--- src/mda_pkg.sv ---
`default_nettype none

package mda_pkg;

   localparam int MAX_FRAMES = 256;
   localparam int MAX_SPAN   = 1024;
   localparam int IDX_W      = $clog2(MAX_FRAMES);
   localparam int FC_W       = IDX_W + 1;
   localparam int SPAN_W     = $clog2(MAX_SPAN) + 1;
   localparam int TIME_W     = 32;
   localparam int RATE_W     = 24;
   localparam int POS_W      = TIME_W + RATE_W - 16;
   localparam int PINT_W     = POS_W - 16;
   localparam int FNUM_W     = PINT_W + 1;
   localparam int STEP_W     = $clog2(FNUM_W);

   localparam logic [RATE_W-1:0] RATE_RESET  = 24'd1966080;
   localparam logic [FC_W-1:0]   COUNT_RESET = 9'd1;

   localparam logic ACT_LOAD  = 1'b0;
   localparam logic ACT_QUERY = 1'b1;

   localparam logic CSR_FRAME_RATE  = 1'b0;
   localparam logic CSR_FRAME_COUNT = 1'b1;

   typedef struct packed {
      logic               action;
      logic [7:0]         frame_index;
      logic signed [31:0] delta_x;
      logic signed [31:0] delta_y;
      logic signed [31:0] delta_z;
      logic [31:0]        time_start;
      logic [31:0]        time_end;
   } req_type;

   typedef struct packed {
      logic signed [31:0] sum_x;
      logic signed [31:0] sum_y;
      logic signed [31:0] sum_z;
      logic               span_overflow;
   } rsp_type;

   typedef enum logic [3:0] {
      ST_IDLE,
      ST_POS,
      ST_SETUP,
      ST_MOD,
      ST_WALK,
      ST_TAIL_RD,
      ST_TAIL_MUL,
      ST_TAIL_ADD,
      ST_FINISH
   } state_type;

   typedef struct packed {
      logic capture;
      logic load_wr;
      logic pos_en;
      logic setup_en;
      logic mod_step;
      logic walk_step;
      logic tail_rd;
      logic tail_mul;
      logic tail_add;
      logic rsp_load;
   } cmd_type;

   typedef struct packed {
      logic [SPAN_W-1:0] walk_len;
      logic              rsp_busy;
   } sts_type;

endpackage

`default_nettype wire

--- src/mda_ctrl.sv ---
`default_nettype none

module mda_ctrl (
   input  wire logic             clock,
   input  wire logic             reset,
   input  wire logic             req_valid,
   input  wire logic             req_action,
   output logic                  req_ready,
   input  wire mda_pkg::sts_type sts,
   output mda_pkg::cmd_type      cmd
);

   mda_pkg::state_type state_ff, state_in;
   logic [mda_pkg::STEP_W-1:0] mod_cnt_ff, mod_cnt_in;
   logic [mda_pkg::SPAN_W-1:0] walk_cnt_ff, walk_cnt_in;

   always_ff @(posedge clock) begin
      if (reset) begin
         state_ff    <= mda_pkg::ST_IDLE;
         mod_cnt_ff  <= '0;
         walk_cnt_ff <= '0;
      end else begin
         state_ff    <= state_in;
         mod_cnt_ff  <= mod_cnt_in;
         walk_cnt_ff <= walk_cnt_in;
      end
   end

   // next state and counters
   always_comb begin
      state_in    = state_ff;
      mod_cnt_in  = mod_cnt_ff;
      walk_cnt_in = walk_cnt_ff;
      unique case (state_ff)
         mda_pkg::ST_IDLE: begin
            if (req_valid && req_action == mda_pkg::ACT_QUERY) state_in = mda_pkg::ST_POS;
         end
         mda_pkg::ST_POS: begin
            state_in = mda_pkg::ST_SETUP;
         end
         mda_pkg::ST_SETUP: begin
            mod_cnt_in = mda_pkg::STEP_W'(mda_pkg::FNUM_W - 1);
            state_in   = mda_pkg::ST_MOD;
         end
         mda_pkg::ST_MOD: begin
            mod_cnt_in = mod_cnt_ff - 1'b1;
            if (mod_cnt_ff == '0) begin
               walk_cnt_in = sts.walk_len;
               state_in    = (sts.walk_len == '0) ? mda_pkg::ST_TAIL_RD : mda_pkg::ST_WALK;
            end
         end
         mda_pkg::ST_WALK: begin
            walk_cnt_in = walk_cnt_ff - 1'b1;
            if (walk_cnt_ff == mda_pkg::SPAN_W'(1)) state_in = mda_pkg::ST_TAIL_RD;
         end
         mda_pkg::ST_TAIL_RD: begin
            state_in = mda_pkg::ST_TAIL_MUL;
         end
         mda_pkg::ST_TAIL_MUL: begin
            state_in = mda_pkg::ST_TAIL_ADD;
         end
         mda_pkg::ST_TAIL_ADD: begin
            state_in = mda_pkg::ST_FINISH;
         end
         mda_pkg::ST_FINISH: begin
            if (!sts.rsp_busy) state_in = mda_pkg::ST_IDLE;
         end
         default: begin
            state_in = mda_pkg::ST_IDLE;
         end
      endcase
   end

   // commands
   always_comb begin
      cmd       = '0;
      req_ready = 1'b0;
      unique case (state_ff)
         mda_pkg::ST_IDLE: begin
            req_ready   = 1'b1;
            cmd.capture = req_valid && req_action == mda_pkg::ACT_QUERY;
            cmd.load_wr = req_valid && req_action == mda_pkg::ACT_LOAD;
         end
         mda_pkg::ST_POS:      cmd.pos_en    = 1'b1;
         mda_pkg::ST_SETUP:    cmd.setup_en  = 1'b1;
         mda_pkg::ST_MOD:      cmd.mod_step  = 1'b1;
         mda_pkg::ST_WALK:     cmd.walk_step = 1'b1;
         mda_pkg::ST_TAIL_RD:  cmd.tail_rd   = 1'b1;
         mda_pkg::ST_TAIL_MUL: cmd.tail_mul  = 1'b1;
         mda_pkg::ST_TAIL_ADD: cmd.tail_add  = 1'b1;
         mda_pkg::ST_FINISH:   cmd.rsp_load  = !sts.rsp_busy;
         default: begin
            cmd = '0;
         end
      endcase
   end

endmodule

`default_nettype wire

--- config.mk ---
export PLATFORM = sky130hd
export DESIGN_NAME = mda_ctrl
export DESIGN_NICKNAME = d
export VERILOG_FILES = /design/src/mda_pkg.sv /design/src/mda_ctrl.sv
export SDC_FILE = /design/constraint.sdc
export NUM_CORES = 1
export LEC_CHECK = 0
export BUFFER_PORTS_ARGS = -buffer_cell sky130_fd_sc_hd__buf_2
export CORE_UTILIZATION = 57
export DETAILED_ROUTE_END_ITERATION = 7
export MAX_ROUTING_LAYER = met4
export PLACE_DENSITY = 0.83
export SLEW_MARGIN = 20
export SYNTH_ARGS = -nofsm -noshare
export SYNTH_HDL_FRONTEND = slang
export SYNTH_SLANG_ARGS = --single-unit
--- constraint.sdc ---
create_clock -name clock -period 5.7 [get_ports clock]
set_input_delay 0.285 -clock clock [delete_from_list [all_inputs] [get_ports clock]]
set_output_delay 0.285 -clock clock [all_outputs]
set_load 0.05 [all_outputs]
# ---- Yosys cells after proc, flatten, opt, wreduce, memory -nomap -nowiden
# Cells that the tools add are included.
# Widths: inputs -> output; s select.
dict set report op_classes {
  eq_ne 13
  muxes 19
  addsub 2
  bitwise_logic 1
  n_reduce_logical 10
}
# op n
set op_table {}
lappend op_table {{$pmux 4 s9} 1}
lappend op_table {{$pmux 11 s2} 1}
lappend op_table {{$eq 4x3->1 const B} 4}
lappend op_table {{$mux 4} 4}
lappend op_table {{$eq 11x1->1 const B} 1}
lappend op_table {{$logic_not 11->1} 1}
lappend op_table {{$mux 11} 1}
lappend op_table {{$sub 11x1->11 const B} 1}
lappend op_table {{$mux 1} 10}
lappend op_table {{$pmux 5 s2} 1}
lappend op_table {{$eq 4x2->1 const B} 2}
lappend op_table {{$ne 2x2->1 const B} 4}
lappend op_table {{$logic_not 5->1} 1}
lappend op_table {{$sub 5x1->5 const B} 1}
lappend op_table {{$eq 4x1->1 const B} 1}
lappend op_table {{$eq 4x4->1 const B} 1}
lappend op_table {{$logic_not 4->1} 1}
lappend op_table {{$reduce_and 4->1} 1}
lappend op_table {{$reduce_bool 2->1} 2}
lappend op_table {{$logic_and 1x1->1} 2}
lappend op_table {{$mux 2} 1}
lappend op_table {{$reduce_and 2->1} 1}
lappend op_table {{$logic_not 1->1} 1}
lappend op_table {{$not 1->1} 1}
dict set report totals {
  output_inout_bits 11
  regBits 20
  inputBits 16
}

# ---- Depth between registers and ports, before layout
# Gate-level depths: netlist (run 1).
dict set report depth {
  depth_word 4
  depth_mapped 8
  ltp_nobuf 6
}

# ---- Worst setup path before layout (run 1)
# OpenSTA, ideal clock, no wires.
dict set report synth_path {
  path_kind {flip-flop to output port}
  startpoint {register state_ff[3]}
  endpoint {output cmd[8] in the netlist's numbering}
  setup_slack_ns 2.385
  arrival_time_ns 3.030
  path_buffers 1
  stages_incl_launch_ff 5
  cell_sequence {dfxtp_1 > clkbuf_1 > nor4_1 > nand2_1 > nor2_1}
}
# item line
set synth_lines {}
lappend synth_lines {{start: declaration} mda_ctrl.sv:13} ;# mda_pkg::state_type state_ff, state_in;
lappend synth_lines {{start signal: assignment} mda_ctrl.sv:19} ;# state_ff <= mda_pkg::ST_IDLE;
lappend synth_lines {{start signal: assignment} mda_ctrl.sv:23} ;# state_ff <= state_in;
lappend synth_lines {{end: declaration} mda_ctrl.sv:10} ;# output mda_pkg::cmd_type cmd

==> impl_results.md, run 1 <==
- Slew @ Worst Pin: 521 ps
- DIE AREA: 0.00237 sq mm
- Worst reg2reg endpoint: walk_cnt_ff[8]$_SDFFE_PP0P_
- # Post-CTS Setup Buffers: 0
- RSZ-0062 raised after global routing: no
- Met3 wire length: 162 um
- Layout Nets: 196
- CTS root buffer: clkbuf_4
- Crit Reg-Reg Startpoint: state_ff[2]$_SDFFE_PP0P_
- Crit path max-delay cell type: or4b_1
- First-pass GRT wire length: 5200 um
- Fraction of the yosys area taken by sequential cells: 32.2%
- Pwr/cell area: 214 mW/mm^2
- Area growth syn-to-layout: 11.8%
- Worst slew margin: 64.9%
- Vias/cell: 6.34
- WS Path Type: reg -> out
- Cts hold-fix bufs: 0
- CTS tree: yes
- Post-Route Skew: 6.29 ps
- Top Family by Delay on Critical Path: simple AND/OR/NAND/NOR gates
- Die width: 48.7 um
- WP depth: 3
- Capture point of the worst path: cmd[4]
- Worst-path clk slew: 120 ps
- Asr flop ratio synth: 0%
- DR iter-0 viols: 38
- Fraction of layout cells with a size suffix above 1: 22.7%
- EDFF count, synth: 0
- DRT Pass-1 Iters: 5
- Peak supply drop: 0.133 mV
- Distinct cells, synth: 44
- Synthesized Nets: 174
- Core ar.: 0.00200 sq mm
- All-Layer GR Usage: 28.7%
- Post-Route M1 WL: 1320 um
- CP arrival: 2100 ps
- Total CTS buffers: 3
- Worst Hold Class: in -> reg
- Htree depth: 1
- Finished Cell Area: 0.00139 sq mm
- GRT overflow: 0
- Yosys reg bits: 20
- Period minus WS final: 2390 ps
- Initial antenna violation count: 0
- Total Routed Length: 2990 um
- Max Cap Viol: 0
- # resized after CTS: 0
- Dominant synthesized flop cell: dfxtp_1
- Boundary Pins: 27
- Crit path max fanout: 13
- R2R cell count: 4
- Clk buf depth: 2
- Setup Viol. Count Final: 0
- CP startpoint kind: flop
- CP Capture Type: output pin
- Starting Density: 62.1%
- Die height: 48.7 um
- DP Area: 0.00135 sq mm
- Outcome: completed
- Setup TNS: 0 ps
- CP peak stage delay: 680 ps
- Critical path buffers and inverters: 2
- Top layer in use: met4
- Worst EP required: 5410 ps
- Worst Setup SP: state_ff[2]$_SDFFE_PP0P_
- Worst hold path depth: 3
- WL met2: 1410 um
- Row count: 16
- Vias post-DR: 1288
- R2r setup slk: 3600 ps
- P_leak: 0.000542 uW
- Routability cong.: 0.884
- Syn Area/Cell: 8.02 sq um
- Fmax achieved: 419 MHz
- Largest net degree at the start of global routing: 21
- Fill cells: 188
- Final period util: 41.9%
- Final Hold Viols: 0
- Cells after synthesis: 155
- TritonCTS Sinks: 20
- Max-slew violations: 0
- Cell area after synthesis: 0.00124 sq mm
- I/O Buffers: 26
- Syn. warnings: 0
- Number of diodes: 0
- Crit path cell chain: or4b_1, inv_2, buf_2
- DR DRC count: 0
- Wire per inst: 14.7 um
- Vias in the first global route: 1214
- Worst skew pair latency: 310 ps
- Placed wire-length estimate: 2190 um
- Antenna viol nets, final: 0
-- Yosys cell counts, types with 2 or more instances --
library cell	count	share of area [%]
nand2_1	9	2.7
dfxtp_1	20	32
a22oi_1	2	1.2
a221oi_1	3	2.1
xnor2_1	2	1.4
inv_1	5	1.5
a211o_1	2	1.4
nand3b_1	2	1.2
or2_2	2	1.0
ha_1	3	3.0
o21ai_0	5	2.0
a311oi_1	2	1.4
nor3b_1	3	1.8
nor3_1	7	2.8
nand3_1	5	2.0
buf_6	3	2.7
o211ai_1	3	1.8
nand2b_1	4	2.0
clkbuf_1	6	1.8
nor2_1	16	4.8
a21oi_1	15	6.0
a31oi_1	2	1.0
o32a_1	2	1.6
nor2b_1	2	1.0
nor4_1	7	3.5
a211oi_1	5	3.0
-- metal layers --
layer / track usage (%) / up-vias
met5: - / -
met3: 4.72 / 11
met4: 14.2 / 0
met1: 34.4 / 602
met2: 46.3 / 51
li1: - / 624
-- where the power goes --
group	internal (uW)	switching, uW
clock network	39.0	47.9
registers	144	7.26
logic	21.8	37.5
-- metrics by stage --
stage / cells / utilization [%] / worst slack [ps] / hold WS (ps) / power [uW]
after floorplan: 155 / - / 2380 / 426 / 197
after global placement: 199 / 67.6 / 3700 / 460 / 212
after detailed placement: 199 / 67.6 / 3630 / 466 / 213
after CTS: 203 / 69.4 / 3320 / 227 / 297
after global routing: 203 / 69.4 / 3210 / 241 / 308
final: 203 / 69.4 / 3310 / 225 / 297
-- area by class of cell --
type	count	area [sq um]	share of cell area (%)
multi-input cells	119	759	54.6
clock buffers	4	36.3	2.61
well taps	27	33.8	2.43
repair buffers	27	138	9.90
flip-flops and latches	20	400	28.8
inverters	6	22.5	1.62
-- how the worst min path moves through the flow --
stage                                   to                  startpoint
4_1_cts        walk_cnt_ff[0]$_SDFFE_PP0P_                      sts[1]
3_5_place_dp    mod_cnt_ff[1]$_SDFFE_PP0P_  mod_cnt_ff[1]$_SDFFE_PP0P_
2_1_floorplan     state_ff[3]$_SDFFE_PP0P_                      sts[0]
5_1_grt        walk_cnt_ff[0]$_SDFFE_PP0P_                      sts[1]
3_3_place_gp    mod_cnt_ff[1]$_SDFFE_PP0P_  mod_cnt_ff[1]$_SDFFE_PP0P_
6_report       walk_cnt_ff[0]$_SDFFE_PP0P_                      sts[1]
-- cell families (layout without fill, tap and decap cells) --
family | Yosys count | in the layout | share of synthesized area [%]
AND/OR/NAND/NOR | 70 | 70 | 33.0
adder cells (fa/ha/maj) | 3 | 3 | 3.02
AO/OA/AOI/OAI | 44 | 44 | 23.6
XOR/XNOR | 2 | 2 | 1.41
flip-flops | 20 | 20 | 32.2
buffers and inverters | 16 | 37 | 6.74
-- flip-flops by register name (all words and copies together) (netlist names) --
name and flops:
mod_cnt_ff 5, state_ff 4, walk_cnt_ff 11
-- tightest hold or removal path: stages --
cell and delay, ps:
buf_2 90, a221oi_1 70, nor2_1 70
-- layout by cell type, fill, tap and decap left out, types with 2 or more instances in the layout --
master,Yosys,layout
a211o_1,2,2
a211oi_1,5,5
a21oi_1,15,15
a221oi_1,3,3
a22oi_1,2,2
a311oi_1,2,2
a31oi_1,2,2
buf_2,1,26
clkbuf_4,0,3
dfxtp_1,20,20
ha_1,3,3
inv_1,5,5
nand2_1,9,9
nand2b_1,4,4
nand3_1,5,5
nand3b_1,2,2
nor2_1,16,16
nor2b_1,2,2
nor3_1,7,7
nor3b_1,3,3
nor4_1,7,7
o211ai_1,3,3
o21ai_0,5,5
o32a_1,2,2
or2_2,2,2
xnor2_1,2,2
No activity file was read; power rests on OpenSTA's default activity.
==> run 2: changes to the inputs <==
--- a/config.mk
+++ b/config.mk
@@ -6,10 +6,10 @@
 export NUM_CORES = 1
 export LEC_CHECK = 0
 export BUFFER_PORTS_ARGS = -buffer_cell sky130_fd_sc_hd__buf_2
-export CORE_UTILIZATION = 57
+export CORE_UTILIZATION = 53
 export DETAILED_ROUTE_END_ITERATION = 7
 export MAX_ROUTING_LAYER = met4
-export PLACE_DENSITY = 0.83
+export PLACE_DENSITY = 0.78
 export SLEW_MARGIN = 20
 export SYNTH_ARGS = -nofsm -noshare
 export SYNTH_HDL_FRONTEND = slang
==> constraint.sdc (replaced) <==
create_clock -name clock -period 2.35 [get_ports clock]
set_input_delay 0.1175 -clock clock [delete_from_list [all_inputs] [get_ports clock]]
set_output_delay 0.1175 -clock clock [all_outputs]
set_load 0.05 [all_outputs]
==> impl_results.md, run 2 (synthesized netlist as in run 1, its figures left out) <==
- Outcome: completed
- Number of diodes: 0
- Vias post-DR: 1250
- First-pass GRT wire length: 5270 um
- WL met2: 1530 um
- Die height: 50.4 um
- Worst skew pair latency: 300 ps
- Wire per inst: 15.0 um
- Post-Route M1 WL: 1460 um
- CP arrival: 2050 ps
- DRT Pass-1 Iters: 4
- Worst EP required: 2230 ps
- Clk buf depth: 2
- Total CTS buffers: 3
- Period minus WS final: 2170 ps
- Initial antenna violation count: 0
- Htree depth: 1
- Max Cap Viol: 0
- Routability cong.: 0.924
- Fraction of layout cells with a size suffix above 1: 24.6%
- Worst-path clk slew: 110 ps
- # resized after CTS: 0
- Cts hold-fix bufs: 0
- Setup TNS: 0 ps
- I/O Buffers: 26
- Regs by FF count: walk_cnt_ff x11, mod_cnt_ff x5, state_ff x4
- Crit path max fanout: 12
- Max-slew violations: 0
- P_leak: 0.000565 uW
- CTS root buffer: clkbuf_4
- Antenna viol nets, final: 0
- Final Hold Viols: 0
- RSZ-0062 raised after global routing: no
- DR DRC count: 0
- Max FFs per register: 11
- Register with the most flip-flops: walk_cnt_ff
- Slew @ Worst Pin: 488 ps
- Layout Nets: 199
- Largest net degree at the start of global routing: 21
- Peak supply drop: 0.430 mV
- Vias/cell: 6.04
- Fmax achieved: 462 MHz
- Commonest non-fill, non-tap cell in the layout: buf_2
- Area growth syn-to-layout: 14.9%
- # Post-CTS Setup Buffers: 0
- Worst slew margin: 67.0%
- Core ar.: 0.00221 sq mm
- DIE AREA: 0.00254 sq mm
- Worst Hold Class: in -> reg
- WS Path Type: reg -> out
- TritonCTS Sinks: 20
- Placed wire-length estimate: 2340 um
- CP Capture Type: output pin
- All-Layer GR Usage: 27.8%
- Pwr/cell area: 500 mW/mm^2
- Dpl ws: 324 ps
- Row count: 17
- Top layer in use: met4
- Most frequent cells in the layout: 26 x buf_2, 20 x dfxtp_1, 16 x nor2_1, 15 x a21oi_1, 9 x nand2_1
- Starting Density: 56.2%
- Met3 wire length: 115 um
- Final worst slack: 185 ps
- Setup Viol. Count Final: 0
- Total Routed Length: 3110 um
- Power Total: 714 uW
- Die width: 50.4 um
- GRT overflow: 0
- Vias in the first global route: 1200
- Final period util: 92.1%
- CP startpoint kind: flop
- Boundary Pins: 27
- Post-Route Skew: 9.56 ps
- CTS tree: yes
- Final core occ: 64.6%
- DR iter-0 viols: 21
-- run 2: changes by cell type in the layout (fill, tap and decap cells not counted) --
cell,delta
nor4_4,+1
nor4_1,-1
buf_4,+3
-- run 2: layout make-up --
| cell class | count | area, sq um |
|---|---|---|
| Fill cell | 215 | 783 |
| Clock buffer | 4 | 36.3 |
| Tap cell | 28 | 35.0 |
| Timing Repair Buffer | 30 | 160 |
| Inverter | 6 | 22.5 |
| Multi-Input combinational cell | 119 | 774 |
| Sequential cell | 20 | 400 |
-- run 2: through the flow --
| stage | cell area (sq um) | hold WS [ps] | cells |
|---|---|---|---|
| after floorplan | 1260 | 258 | 155 |
| after global placement | 1390 | 378 | 203 |
| after detailed placement | 1390 | 397 | 203 |
| after CTS | 1430 | 68.0 | 207 |
| after global routing | 1430 | 81.0 | 207 |
| final | 1430 | 73.7 | 207 |
-- run 2: path summary, 6_finish.rpt --
kind | start | to | slack (ps) | cells past startpoint
setup reg to reg | state_ff[1]$_SDFFE_PP0P_ | walk_cnt_ff[0]$_SDFFE_PP0P_ | 280 | 5
hold reg to reg | mod_cnt_ff[1]$_SDFFE_PP0P_ | mod_cnt_ff[1]$_SDFFE_PP0P_ | 490 | 2
hold / removal | sts[9] | walk_cnt_ff[8]$_SDFFE_PP0P_ | 70 | 3
setup / recovery | state_ff[1]$_SDFFE_PP0P_ | cmd[4] | 180 | 3
-- run 2: power breakdown --
| group | total [uW] | internal [uW] | leakage (uW) | switching [uW] |
|---|---|---|---|---|
| clock | 197 | 94.6 | 0.0000210 | 102 |
| combinational | 156 | 57.7 | 0.000382 | 98.4 |
| sequential | 361 | 349 | 0.000162 | 12.5 |
-- run 2: worst max-delay path: stages, from the launching register on --
cell and delay, ps:
dfxtp_1 430, or4b_1 750, inv_2 260, buf_2 310
-- run 2: metal layers --
| layer | up-vias | GRT usage (%) |
|---|---|---|
| li1 | 632 | - |
| met1 | 590 | 33.1 |
| met2 | 26 | 46.4 |
| met3 | 2 | 7.27 |
| met4 | 0 | 6.94 |
| met5 | - | - |
==> run 3: changes to the inputs <==
==> config.mk (replaced) <==
export PLATFORM = sky130hd
export DESIGN_NAME = mda_ctrl
export DESIGN_NICKNAME = d
export VERILOG_FILES = /design/src/mda_pkg.sv /design/src/mda_ctrl.sv
export SDC_FILE = /design/constraint.sdc
export NUM_CORES = 1
export LEC_CHECK = 0
export CORE_UTILIZATION = 40
export DETAILED_ROUTE_END_ITERATION = 7
export DONT_BUFFER_PORTS = 1
export MAX_ROUTING_LAYER = met4
export SYNTH_ARGS = -nofsm -noshare
export SYNTH_HDL_FRONTEND = slang
export SYNTH_SLANG_ARGS = --single-unit
==> impl_results.md, run 3 (synthesized netlist as in run 1, its figures left out) <==
- DRT Pass-1 Iters: 6
- R2R cell count: 5
- Worst Hold Class: in -> reg
- Total Routed Length: 3240 um
- Area growth syn-to-layout: 16.3%
- Crit path max fanout: 12
- Worst hold path depth: 3
- RSZ-0062 raised after global routing: no
- P_leak: 0.000519 uW
- Reg power frac: 52.8%
- Max Cap Viol: 0
- HP Start: sts[5]
- Max-slew violations: 0
- Register area: 400 sq um
- DP Area: 0.00135 sq mm
- Crit Reg-Reg Startpoint: state_ff[1]$_SDFFE_PP0P_
- Outcome: complete, but fails checks
- Register with the most flip-flops: walk_cnt_ff
- Multi-input gate area: 795 sq um
- Worst slew margin: 44.9%
- Vias post-DR: 1231
- Worst skew pair latency: 310 ps
- CP arrival: 2000 ps
- Regs by FF count: walk_cnt_ff x11, mod_cnt_ff x5, state_ff x4
- Htree depth: 1
- Boundary Pins: 27
- Vias/cell: 6.19
- Peak supply drop: 0.291 mV
- Slew @ Worst Pin: 824 ps
- Total CTS buffers: 3
- Sw power: 219 uW
- Clk pwr share: 25.0%
- Worst EP required: 2230 ps
- First-pass GRT wire length: 5350 um
- Vias in the first global route: 1197
- DIE AREA: 0.00334 sq mm
- CTS root buffer: clkbuf_4
- Number of diodes: 0
- Final period util: 90.3%
- Post-Route Skew: 1.23 ps
- Worst Setup SP: state_ff[1]$_SDFFE_PP0P_
- Wire per inst: 16.3 um
- Setup Viol. Count Final: 0
- Row count: 19
- Largest net degree at the start of global routing: 21
- CP startpoint kind: flop
- Fill cells: 290
- Most frequent cells in the layout: 20 x dfxtp_1, 16 x nor2_1, 15 x a21oi_1, 13 x buf_4, 9 x nand2_1
- Finished Cell Area: 0.00145 sq mm
- Switching part of the total power: 31.8%
- Commonest non-fill, non-tap cell in the layout: dfxtp_1
- WS Path Type: reg -> out
- Die height: 57.8 um
- All-Layer GR Usage: 21.3%
- Routability cong.: 0.848
- Final Hold Viols: 0
- Die width: 57.8 um
- CP Capture Type: output pin
- DR iter-0 viols: 43
- Fmax achieved: 471 MHz
- Failing checks: design-rule violations
- TritonCTS Sinks: 20
- Antenna viol nets, final: 0
- Pwr/cell area: 476 mW/mm^2
- DR DRC count: 1
- CTS tree: yes
- Placed wire-length estimate: 2360 um
- Worst-path clk slew: 120 ps
- # Post-CTS Setup Buffers: 0
- Max FFs per register: 11
- I/O Buffers: 0
- Pint: 470 uW
- Setup TNS: 0 ps
- Core ar.: 0.00285 sq mm
- Starting Density: 43.6%
- Initial antenna violation count: 0
- Combinational power share: 22.3%
- Clk buf depth: 2
- Fraction of layout cells with a size suffix above 1: 16.7%
- Layout Nets: 189
- Period minus WS final: 2120 ps
- GRT overflow: 0
run 3: final timing paths:
| check | end | slack [ps] |
|---|---|---|
| max | cmd[4] | 230 |
| min | walk_cnt_ff[4]$_SDFFE_PP0P_ | 50 |
| max reg2reg | walk_cnt_ff[5]$_SDFFE_PP0P_ | 270 |
| min reg2reg | mod_cnt_ff[1]$_SDFFE_PP0P_ | 480 |
run 3: through the flow:
step	setup slack (ps)	total power (uW)	hold WS (ps)	instances	utilization (%)
floorplan	220	481	258	155	-
global placement	377	507	190	189	47.5
detailed placement	330	509	192	189	47.5
CTS	226	691	34.2	199	50.7
global route	130	719	39.0	199	50.7
finish	228	689	45.7	199	50.7
run 3: area by class of cell:
type | count | share of cell area [%]
clock buffer | 3 | 1.56
inverter | 6 | 1.56
multi-input combinational | 119 | 54.9
sequential | 20 | 27.7
tap | 31 | 2.68
timing repair buffer | 20 | 11.6
run 3: power groups by stage:
stage	sequential [uW]	clock [uW]	combinational (uW)
after floorplan	366	0	115
after global placement	371	0	136
after detailed placement	371	0	138
after CTS	363	174	153
after global routing	365	188	166
final	363	172	153
run 3: critical path, stage by stage, from the launching register on:
cell	delay, ps
dfxtp_1	440
or4b_1	760
inv_2	250
buf_4	240
run 3: routing by layer:
| layer | wire [um] | global-route usage (%) |
|---|---|---|
| met2 | 1590 | 35.0 |
| met1 | 1470 | 25.7 |
| met4 | 20 | 5.10 |
| met5 | 0 | - |
| met3 | 162 | 6.47 |
run 3: timing repair:
| action | in CTS | in global routing |
|---|---|---|
| gates resized for setup | 0 | 0 |
| endpoints found under the hold margin | 20 | 0 |
| hold buffers | 7 | 0 |
| setup endpoints to repair | 0 | 0 |
